[src/rtl/itr_pkg.sv]
// Shared types and constants for the interpolated table read block.
// Used by every module under rtl; depends on nothing else.
package itr_pkg;

    // Request operation, coded as the command field of an input request.
    typedef enum logic {
        ITR_OP_READ  = 1'b0,
        ITR_OP_WRITE = 1'b1
    } itr_op_t;

    // Configuration register indexes.
    localparam logic [1:0] ITR_CFG_TABLE_PRESENT = 2'd0;
    localparam logic [1:0] ITR_CFG_TABLE_LENGTH  = 2'd1;
    localparam logic [1:0] ITR_CFG_SAMPLE_OFFSET = 2'd2;

    localparam int unsigned ITR_POS_W    = 32;
    localparam int unsigned ITR_LEN_W    = 13;
    localparam int unsigned ITR_WADDR_W  = 12;
    localparam int unsigned ITR_SAMPLE_W = 16;

    // Entries in the queue between the front and the back end.
    localparam int unsigned ITR_QUEUE_DEPTH = 4;

    typedef struct packed {
        logic                        present;
        logic [ITR_LEN_W-1:0]        length;
        logic signed [ITR_POS_W-1:0] offset;
    } itr_cfg_t;

endpackage

[src/rtl/itr_front.sv]
// Front end: accepts requests, adds the offset, clamps the index and queues the work.
// Depends on itr_pkg for the operation codes and the configuration struct.
module itr_front #(
    parameter int unsigned TABLE_DEPTH = 4096,
    parameter int unsigned FRAC_BITS   = 16
) (
    input  itr_pkg::itr_cfg_t                          cfg,
    input  logic                                       s_valid,
    output logic                                       s_ready,
    input  logic                                       s_command,
    input  logic signed [itr_pkg::ITR_POS_W-1:0]       s_position,
    input  logic [itr_pkg::ITR_WADDR_W-1:0]            s_write_address,
    input  logic signed [itr_pkg::ITR_SAMPLE_W-1:0]    s_write_value,
    input  logic                                       fifo_full,
    output logic                                       push,
    output logic [2*$clog2(TABLE_DEPTH)+FRAC_BITS+itr_pkg::ITR_SAMPLE_W:0] entry
);

    localparam int unsigned AW    = $clog2(TABLE_DEPTH);
    localparam int unsigned SUM_W = itr_pkg::ITR_POS_W + 1;

    typedef struct packed {
        itr_pkg::itr_op_t                        op;
        logic [AW-1:0]                           addr0;
        logic [AW-1:0]                           addr1;
        logic [FRAC_BITS-1:0]                    frac;
        logic signed [itr_pkg::ITR_SAMPLE_W-1:0] wdata;
    } entry_t;

    localparam logic [SUM_W-1:0]        DEPTH_W = SUM_W'(TABLE_DEPTH);
    localparam logic [SUM_W-1:0]        TWO_W   = SUM_W'(2);
    localparam logic signed [SUM_W-1:0] ONE_POS = SUM_W'(1) << FRAC_BITS;

    logic signed [SUM_W-1:0] sum;
    logic [SUM_W-1:0]        len_ext;
    logic [SUM_W-1:0]        len_eff;
    logic [SUM_W-1:0]        last_idx;
    logic [SUM_W-1:0]        idx;
    logic                    keep;
    entry_t                  ent;

    assign sum = {s_position[itr_pkg::ITR_POS_W-1], s_position}
               + {cfg.offset[itr_pkg::ITR_POS_W-1], cfg.offset};
    assign idx     = SUM_W'(sum[SUM_W-1:FRAC_BITS]);
    assign len_ext = SUM_W'(cfg.length);

    always_comb begin
        if (len_ext < TWO_W) begin
            len_eff = TWO_W;
        end else if (len_ext > DEPTH_W) begin
            len_eff = DEPTH_W;
        end else begin
            len_eff = len_ext;
        end
    end

    assign last_idx = len_eff - 1'b1;

    always_comb begin
        ent       = '0;
        keep      = 1'b0;
        ent.wdata = s_write_value;
        unique case (itr_pkg::itr_op_t'(s_command))
            itr_pkg::ITR_OP_WRITE: begin
                ent.op    = itr_pkg::ITR_OP_WRITE;
                ent.addr0 = AW'(s_write_address);
                // Addresses past the end of the table are dropped.
                keep      = (SUM_W'(s_write_address) < DEPTH_W);
            end
            itr_pkg::ITR_OP_READ: begin
                ent.op = itr_pkg::ITR_OP_READ;
                keep   = cfg.present;
                // Clamped reads use one entry twice with zero weight.
                if (sum < ONE_POS) begin
                    ent.addr0 = '0;
                    ent.addr1 = '0;
                end else if (idx >= last_idx) begin
                    ent.addr0 = AW'(last_idx);
                    ent.addr1 = AW'(last_idx);
                end else begin
                    ent.addr0 = AW'(idx);
                    ent.addr1 = AW'(idx + 1'b1);
                    ent.frac  = sum[FRAC_BITS-1:0];
                end
            end
            default: begin
                keep = 1'b0;
            end
        endcase
    end

    assign s_ready = !fifo_full;
    assign push    = s_valid && !fifo_full && keep;
    assign entry   = ent;

endmodule

[config.mk]
export PLATFORM = sky130hd
export DESIGN_NAME = itr_front
export DESIGN_NICKNAME = d
export VERILOG_FILES = /design/src/rtl/itr_pkg.sv /design/src/rtl/itr_front.sv
export SDC_FILE = /design/constraint.sdc
export NUM_CORES = 1
export LEC_CHECK = 0
export ABC_AREA = 0
export BUFFER_PORTS_ARGS = -buffer_cell sky130_fd_sc_hd__buf_4
export CORE_UTILIZATION = 45
export DETAILED_ROUTE_END_ITERATION = 16
export PLACE_DENSITY = 0.82
export SLEW_MARGIN = 25
export SYNTH_ARGS = -nofsm -noshare
export SYNTH_HDL_FRONTEND = slang
export SYNTH_SLANG_ARGS = --single-unit
[constraint.sdc]
create_clock -name vclk -period 4.5
set_input_delay 0.225 -clock vclk [all_inputs]
set_output_delay 0.225 -clock vclk [all_outputs]
set_load 0.005 [all_outputs]
==> impl_results.md <==
* Synth unique cells at 64
* DIE HEIGHT at 90.6 um
* Synth warnings at 0
* Largest net degree at the start of global routing at 21
* Critical Path Max Stage Delay at 0.46 ns
* Storage cell area at 0 um2
* Hold Path Depth at 0
* Worst-margin pin slew at 0.500 ns
* CP arrival at 4.21 ns
* Row cnt at 31
* Top delay family on crit path: compound AO/OA/AOI/OAI gates
* Routed wire length at 13600 um
* Final hold violations at 0
* Final WS setup at 0.0604 ns
* Power per cell area at 233 nW/um2
* WP data required at 4.28 ns
* Hold Path Class: in -> out
* Tot Pwr at 1280 uW
* DP HPWL at 10300 um
* Seq/Total Area, Yosys at 0%
* Finished Layout Cells at 810
* First DRT Iteration DRCs at 331
* Placed Cells incl. Taps at 792
* First-pass GRT wire length at 20300 um
* ANT nets after route at 0
* Port Buf Inserts at 136
* Vias in the first global route at 4507
* Post-DR vias/cell at 6.10
* Crit path kind: in -> out
* Final worst-path cycle share at 98.7%
* Final hold slack at 0.450 ns
* Synth Instances at 537
* Most common cell after layout, fill and taps aside: buf_4
* Die ar. at 8200 um2
* N_diodes at 0
* VDD IR max at 107 uV
* Fraction of layout cells with a size suffix above 1 at 39.1%
* Pre-CTS setup slack at -0.224 ns
* Syn Std Cell Area at 3530 um2
* Slew Viols, Final at 0
* Slowest CP cell: or4_4
* Max_cap viols at 0
* CTS Hold Buffers Added at 0
* CP startpoint kind: input port
* Max-Slew Margin vs Limit at 66.6%
* Seq cells at 0
* Status: finished, final reports clean
* GRT overflow at 0
* Worst path cell trace: buf_4 > ha_1 > a21oi_1 > o21ai_1 > a221o_1 > nor2_1 > buf_4 > o311ai_4 > buf_4 > a2111oi_2 > nand4bb_1 > or4_4 > o41ai_4 > buf_6 > buf_12 > o31ai_2 > buf_4
* CP max FO at 10
* Most frequent CP cell: buf_4
* Chip Width at 90.6 um
* Mean post-synth cell area at 6.57 um2
* Initial antenna violation count at 0
* IO Count at 168
* Worst path bufs/invs at 6
* 1st-pass router iterations at 5
* Core region area at 7410 um2
* Post-layout nets at 875
* Levels on crit path at 17
* Global-route usage over all layers at 29.2%
* Layout clock buffers at 0
* DR vias at 4941
* Crit end category: output pin
* Commonest cells after routing, fill and taps aside: 202 x buf_4, 55 x nand2_1, 49 x ha_1, 47 x nor2_1, 44 x a21oi_1
* Final setup violation count at 0
* WL/cell at 16.8 um
* Leakage at 0.00256 uW
* Synth-to-Final Area Change at 55.3%
* GPL Wtd Cong at 0.913
* Fmax at 225 MHz
* DRC Markers at 0
* Initial core utilization at 47.6%
* Crit path time final at 4.44 ns
[per-stage QoR]
| step | area (um2) | setup TNS (ns) | utilization [%] |
|---|---|---|---|
| floorplan | 3530 | 0 | - |
| global route | 5480 | -2.90 | 74.0 |
| global placement | 4900 | -0.161 | 66.1 |
| CTS | 5040 | 0 | 68.0 |
| detailed placement | 4900 | -0.836 | 66.1 |
| finish | 5480 | 0 | 74.0 |
[report_power, final]
part | leakage, uW | internal (uW) | switching (uW)
clock network | 0 | 0 | 0
logic | 0.00256 | 624 | 653
registers | 0 | 0 | 0
[timing repair]
item | in CTS | in global routing
setup endpoints to repair | 22 | 40
pin swaps | 5 | 29
resized for setup | 23 | 60
setup buffers | 3 | 10
cloned | 2 | 3
[synth_stat cells, drive strengths merged, types with 4 or more instances]
cell	count	share of area (%)
nor3	24	3.4
o31ai	4	0.85
a21oi	56	8.2
xnor2	20	5.0
o21ai	44	6.2
and2	7	1.2
and3	5	0.89
a211oi	14	3.0
nand2b	5	0.89
o21a	7	1.5
nand4	6	1.1
ha	52	18
a31oi	4	0.71
inv	20	2.1
nor4	5	0.89
xor2	18	4.5
nor2b	6	1.1
buf	24	4.9
o211ai	9	1.9
nand2	55	5.8
nor3b	4	0.85
a21o	12	2.6
nor2	48	5.1
nand3	18	2.6
or3	4	0.71
clkbuf	15	1.6
[cells by family (layout without fill, tap and decap cells)]
group	Yosys count	in the layout	share of synthesized area (%)
other	1	2	0.106
buffers and inverters	61	234	8.83
multiplexers	2	2	0.567
AO/OA/AOI/OAI	182	182	34.5
XOR/XNOR	38	38	9.43
adder cells (fa/ha/maj)	53	53	19.0
AND/OR/NAND/NOR	200	200	27.5
[per-layer routing]
metal,vias up,track usage (%),share of wire (%)
met5,-,0,0
met4,0,8.74,2.7
met3,40,3.28,7.9
met2,276,52.8,50
met1,2288,35.8,40
li1,2337,-,-
[final timing paths]
path         startpoint  slack (ns)   endpoint
min   s_write_value[13]        0.45  entry[13]
max              cfg[9]        0.06  entry[44]
[cell type report]
type               instances  area, um2
fillers                  588       1930
inverters                 22       90.1
multi-input cells        477       3550
well taps                 99        124
repair buffers           212       1720
Note: power is estimated with default switching activity, not from simulation.
