===== src/rtl/itr_pkg.sv =====
// Shared types and constants for the interpolated table read block.
// Used by every module under rtl; depends on nothing else.
package itr_pkg;

    // Request operation, coded as the command field of an input request.
    typedef enum logic {
        ITR_OP_READ  = 1'b0,
        ITR_OP_WRITE = 1'b1
    } itr_op_t;

    // Configuration register indexes.
    localparam logic [1:0] ITR_CFG_TABLE_PRESENT = 2'd0;
    localparam logic [1:0] ITR_CFG_TABLE_LENGTH  = 2'd1;
    localparam logic [1:0] ITR_CFG_SAMPLE_OFFSET = 2'd2;

    localparam int unsigned ITR_POS_W    = 32;
    localparam int unsigned ITR_LEN_W    = 13;
    localparam int unsigned ITR_WADDR_W  = 12;
    localparam int unsigned ITR_SAMPLE_W = 16;

    // Entries in the queue between the front and the back end.
    localparam int unsigned ITR_QUEUE_DEPTH = 4;

    typedef struct packed {
        logic                        present;
        logic [ITR_LEN_W-1:0]        length;
        logic signed [ITR_POS_W-1:0] offset;
    } itr_cfg_t;

endpackage


===== src/rtl/itr_fifo.sv =====
// Small request queue between the front end and the back end.
// Depends on itr_pkg for its depth.
module itr_fifo #(
    parameter int unsigned WIDTH = 8
) (
    input  logic             aclk,
    input  logic             aresetn,
    input  logic             push,
    input  logic [WIDTH-1:0] wr_data,
    output logic             full,
    input  logic             pop,
    output logic             rd_valid,
    output logic [WIDTH-1:0] rd_data
);

    localparam int unsigned DEPTH = itr_pkg::ITR_QUEUE_DEPTH;
    localparam int unsigned PTR_W = $clog2(DEPTH);
    localparam int unsigned CNT_W = $clog2(DEPTH + 1);

    logic [WIDTH-1:0] slot_reg [DEPTH];
    logic [PTR_W-1:0] wr_ptr_reg;
    logic [PTR_W-1:0] rd_ptr_reg;
    logic [CNT_W-1:0] count_reg;
    logic [CNT_W-1:0] count_next;

    assign full     = (count_reg == CNT_W'(DEPTH));
    assign rd_valid = (count_reg != '0);
    assign rd_data  = slot_reg[rd_ptr_reg];

    always_comb begin
        count_next = count_reg;
        if (push && !pop) begin
            count_next = count_reg + 1'b1;
        end else if (pop && !push) begin
            count_next = count_reg - 1'b1;
        end
    end

    always_ff @(posedge aclk) begin
        if (!aresetn) begin
            wr_ptr_reg <= '0;
            rd_ptr_reg <= '0;
            count_reg  <= '0;
        end else begin
            count_reg <= count_next;
            if (push) begin
                wr_ptr_reg <= (wr_ptr_reg == PTR_W'(DEPTH - 1)) ? '0 : wr_ptr_reg + 1'b1;
            end
            if (pop) begin
                rd_ptr_reg <= (rd_ptr_reg == PTR_W'(DEPTH - 1)) ? '0 : rd_ptr_reg + 1'b1;
            end
        end
    end

    always_ff @(posedge aclk) begin
        if (push) begin
            slot_reg[wr_ptr_reg] <= wr_data;
        end
    end

endmodule


===== config.mk =====
export PLATFORM = sky130hd
export DESIGN_NAME = itr_fifo
export DESIGN_NICKNAME = d
export VERILOG_FILES = /design/src/rtl/itr_pkg.sv /design/src/rtl/itr_fifo.sv
export SDC_FILE = /design/constraint.sdc
export NUM_CORES = 1
export LEC_CHECK = 0
export BUFFER_PORTS_ARGS = -buffer_cell sky130_fd_sc_hd__buf_2
export CORE_MARGIN = 10
export CORE_UTILIZATION = 42
export DETAILED_ROUTE_END_ITERATION = 6
export PLACE_DENSITY = 0.64
export SLEW_MARGIN = 40
export SYNTH_ARGS = -nofsm -noshare
export SYNTH_HDL_FRONTEND = slang
export SYNTH_SLANG_ARGS = --single-unit

===== constraint.sdc =====
create_clock -name aclk -period 2.86 [get_ports aclk]
set_input_delay 0.143 -clock aclk [delete_from_list [all_inputs] [get_ports aclk]]
set_output_delay 0.143 -clock aclk [all_outputs]
set_load 0.01 [all_outputs]

==> reports/qor.txt, run 1 <==
Synth cell types: 20
vias in the first global route: 830
Max Root-Sink Buffers: 2
worst slew pin tran: 565 ps
DR vias/cell: 4.82
synthesized netlist cell count: 86
synth top area cells: edfxtp_1 59%, dfxtp_1 11%, mux4_2 11%
die span in y: 82.0 um
initial antenna violation count: 0
Layout Skew: 2.85 ps
pwr dens: 638 nW/um^2
startpoint types: flip-flop
met3 routed WL: 155 um
met2 wire length: 1.20 mm
n_diodes: 0
starting density of the core: 0.438
CP Class: flip-flop to primary output
clk sinks: 41
Slew Viols, Final: 0
Max-cap violations: 0
Yosys top cell by area: edfxtp_1
sequential area share after synthesis: 0.706
H-tree depth: 2
Area growth syn-to-layout: 14.2%
Post-CTS Hold Fix Bufs: 0
WL/cell: 15.2 um
syn_area_per_cell: 18.8 sq um
share of layout cells above drive strength 1: 0.301
WP data required: 2720 ps
DR iter-0 viols: 71
hpwl dp: 1.77 mm
Buffers on Ports: 21
WP data arrival: 1680 ps
status: completed
Total Negative Setup Slacks: 0 ps
global route overflow: 0
Skew-Pair Late Insertion Delay: 280 ps
Setup-failing EPs final: 0
slowest cell on the critical path: dfxtp_1
min Tclk post-route: 1830 ps
crit-path max FO: 8
GR Util All Layers: 0.0817
Max IR drop VDD: 0.357 mV
Cell Area, Synth: 1620 sq um
Critical Path, Cell by Cell: mux4_2 -> buf_2
CTS clk-pin slew, worst paths: 70 ps
Final nets: 131
max FFs per register: 32
Routed Antenna Nets: 0
Std-Cell Rows: 22
Residual DRC: 0
RePlAce Congestion: 0.705
first-pass iteration count of the detailed router: 4
die width: 82.0 um
Post-CTS Setup Inserts: 0
CP endpoint kind: primary output
M1 WL: 1.05 mm
Leak: 0.000674 uW
I/O pin count: 22
CTS Buf Count: 5
Via Count: 776
core area: 3690 sq um
largest net degree at the start of global routing: 12
Hold Vio Cnt, Final: 0
Rel. slew slack: 0.622
slowest stage delay, CP: 680 ps
syn nets: 105
Root Buffer: clkbuf_8
final WL: 2.44 mm
DIE AREA: 6730 sq um
final worst slack: 1030 ps
Syn. warnings: 0
period utilisation layout: 0.639
Yosys top cell area share: 0.594
RSZ-0062 raised after global routing: no
Hold Path Class: primary input to flip-flop
fmax: 0.547 GHz
CTS resizes: 0
Top Layer Used: met4
Setup WS pre-CTS: 1250 ps
CTS tree: done
first-pass GRT wire length: 4.02 mm
Seq cells post-synth: 41
## cell usage after synthesis, drive strengths merged
cell type   n
xor2        1
mux4        8
nor3b       1
mux2i       4
inv         4
o21a        1
dfxtp       9
or3         2
fa          1
xnor2       1
o21ai       1
clkbuf      1
nor2        1
a21boi      1
buf         1
edfxtp     32
nor2b       5
nor3        1
ha          6
and2        5
## logic make-up (layout without fill, tap and decap cells)
kind of cell,count (synthesis),count (layout),synth area share
flops,41,41,0.706
simple gates,15,15,0.0565
mux,12,12,0.136
fa+ha+maj,7,7,0.0588
buf+inv,6,33,0.0193
compound gates,3,3,0.0124
xor+xnor,2,2,0.0108
## area by class of cell
type,instances,area [sq um]
tap,48,60.1
sequential,41,1140
fill,324,1840
inverter,4,15.0
timing repair buffer,21,105
multi-input combinational,39,444
clock buffer,8,80.1
## power breakdown
part | switching (uW) | internal (uW)
Sequential | 24.6 | 678
Combinational | 63.3 | 69.7
Clock | 169 | 173
## path summary, 6_finish.rpt
| check | startpoint | endpoint | slack [ps] | depth (start not counted) |
|---|---|---|---|---|
| worst max-delay path | flip-flop | rd_data[5] | 1030 | 2 |
| worst min-delay path | wr_data[3] | slot_reg[3][3] | 70 | 1 |
| worst max register to register | count_reg[0] | count_reg[2] | 1410 | 4 |
| worst min register to register | count_reg[2] | count_reg[2] | 490 | 2 |
## metal layers
layer	track usage	vias up
met3	0.0328	4
met1	0.0963	375
met5	0	-
met4	0.0357	0
met2	0.129	20
li1	-	377
## critical path, delay by kind of cell (launching register included)
| kind | cells | cell delay (ps) |
|---|---|---|
| multiplexers | 1 | 570 |
| buffers and inverters | 1 | 150 |
| flip-flops | 1 | 680 |
## cell usage in the layout (no fill, tap or decap), drive strengths merged
cell type / Yosys / final
nor3: 1 / 1
o21a: 1 / 1
or3: 2 / 2
edfxtp: 32 / 32
dfxtp: 9 / 9
mux2i: 4 / 4
nor2b: 5 / 5
and2: 5 / 5
fa: 1 / 1
mux4: 8 / 8
buf: 1 / 21
nor2: 1 / 1
o21ai: 1 / 1
inv: 4 / 4
ha: 6 / 6
a21boi: 1 / 1
xnor2: 1 / 1
nor3b: 1 / 1
xor2: 1 / 1
clkbuf: 1 / 8
## per-stage QoR
stage	hold WS [ps]	utilization	instances	total power [uW]	cell area [sq um]
detailed placement	361	0.479	153	853	1770
finish	72.7	0.500	161	1180	1850
global placement	353	0.479	153	847	1770
floorplan	242	-	86	800	1620
global route	63.9	0.500	161	1240	1850
CTS	64.1	0.500	161	1200	1850
(Power assumes the default switching activity.)
==> run 2, diff against run 1 <==
- PLACE_DENSITY: 0.64 -> 0.67
- clock period: 2.86 -> 1.47 ns (I/O delays scaled with it)
==> run 2 against run 1 <==
The flow now finishes with violations (negative setup slack). Power rose by 110%. Clock skew rose by 0.89 ps. Worst hold slack got worse by 60 ps. Core utilization rose by 5.8 points. Clock power rose by 140%. Combinational power rose to 2.5 times the previous value. Non-clock buffer count rose by 16. Wire length rose by 2.8%. Die area did not move. Flip-flop and latch count did not move. Largest cell class unchanged. Highest routed layer unchanged.
==> reports/qor.txt, run 2 (same netlist as run 1, synthesis figures left out) <==
status: finished, violations left
violated checks: negative setup slack
most frequent cells in the layout: 32 x edfxtp_1, 16 x buf_2, 8 x mux4_2, 8 x buf_4
Max Root-Sink Buffers: 2
slowest cell on the critical path: mux4_2
pwr dens: 1230 nW/um^2
FILL cells: 309
first-pass GRT wire length: 4.33 mm
crit-path max FO: 8
first-pass iteration count of the detailed router: 2
Post-Layout Inst Area: 2060 sq um
CTS tree: done
Hold Path Class: primary input to flip-flop
Via Count: 848
hpwl dp: 1.88 mm
Skew-Pair Late Insertion Delay: 290 ps
Max-cap violations: 0
period utilisation layout: 1.02
Root Buffer: clkbuf_8
dpl cells: 162
commonest non-fill, non-tap cell in the layout: edfxtp_1
CTS clk-pin slew, worst paths: 70 ps
Critical Path, Cell by Cell: buf_12 -> mux4_2 -> buf_6
CTS Buf Count: 5
GR Util All Layers: 0.0867
share of layout cells above drive strength 1: 0.375
H-tree depth: 2
Residual DRC: 0
Max IR drop VDD: 1.06 mV
Non-Filler Instances: 176
startpoint types: flip-flop
Final nets: 147
Hold Vio Cnt, Final: 0
Rel. slew slack: 0.744
final WL: 2.51 mm
Setup WS pre-CTS: -63.6 ps
fmax: 0.669 GHz
CP endpoint kind: primary output
starting density of the core: 0.438
Post-CTS Setup Inserts: 0
Total Negative Setup Slacks: -112 ps
worst slew pin tran: 384 ps
min Tclk post-route: 1500 ps
RePlAce Congestion: 0.653
DIE AREA: 6730 sq um
DR vias/cell: 4.82
die span in y: 82.0 um
DP Area: 1850 sq um
clk sinks: 41
RSZ-0062 raised after global routing: yes
Buffers on Ports: 21
slowest stage delay, CP: 510 ps
initial antenna violation count: 0
global route overflow: 0
die width: 82.0 um
Setup-failing EPs final: 8
core area: 3690 sq um
WP data required: 1400 ps
Slew Viols, Final: 0
Tot Pwr: 2530 uW
n_diodes: 0
Layout Skew: 3.74 ps
WP data arrival: 1420 ps
DR iter-0 viols: 57
final worst slack: -25.5 ps
Routed Antenna Nets: 0
I/O pin count: 22
Area growth syn-to-layout: 27.3%
Std-Cell Rows: 22
max FFs per register: 32
CP Class: flip-flop to primary output
vias in the first global route: 955
largest net degree at the start of global routing: 13
WL/cell: 14.3 um
Leak: 0.000778 uW
run 2: per-stage QoR:
step | hold slack, ps | utilization
finish | 12.7 | 0.558
global route | 16.6 | 0.558
CTS | 9.97 | 0.552
detailed placement | 293 | 0.500
global placement | 284 | 0.500
floorplan | 172 | -
run 2: area by class of cell:
| cell class | count | area [sq um] | area share |
|---|---|---|---|
| well taps | 48 | 60.1 | 0.0292 |
| inverters | 4 | 15.0 | 0.00729 |
| clock buffers | 5 | 68.8 | 0.0334 |
| clock inverters | 2 | 35.0 | 0.0170 |
| multi-input cells | 39 | 447 | 0.217 |
| flip-flops and latches | 41 | 1150 | 0.557 |
| repair buffers | 37 | 287 | 0.139 |
run 2: final timing paths:
| path | start | end | slack, ps | depth (start not counted) |
|---|---|---|---|---|
| hold / removal | wr_data[3] | slot_reg[0][3] | 10 | 1 |
| setup / recovery | flip-flop | rd_data[2] | -30 | 3 |
| setup reg to reg | count_reg[0] | count_reg[2] | 90 | 4 |
| hold reg to reg | count_reg[2] | count_reg[2] | 510 | 2 |
run 2: worst max-delay path: cells and delay by family, from the launching register on:
kind	cells	cell delay, ps
muxes	1	510
buffers and inverters	2	280
DFF	1	350
run 2: timing repair:
item	CTS	global route
pin swaps	0	1
endpoints found under the hold margin	28	0
setup endpoints to repair	9	9
hold buffers	7	0
gates resized for setup	4	5
run 2: metal layers:
layer  up-vias  wire length, um  GRT usage
li1        405                -          -
met1       415             1000     0.0997
met2        19             1240      0.129
met3         9              201     0.0415
met4         0               59     0.0510
met5         -                0          0
run 2: power by group:
group | internal [uW] | total (uW) | switching [uW] | leakage [uW]
logic | 193 | 337 | 144 | 0.000355
clock network | 492 | 827 | 334 | 0.0000540
registers | 1320 | 1360 | 41.6 | 0.000369
total | 2010 | 2530 | 520 | 0.000778
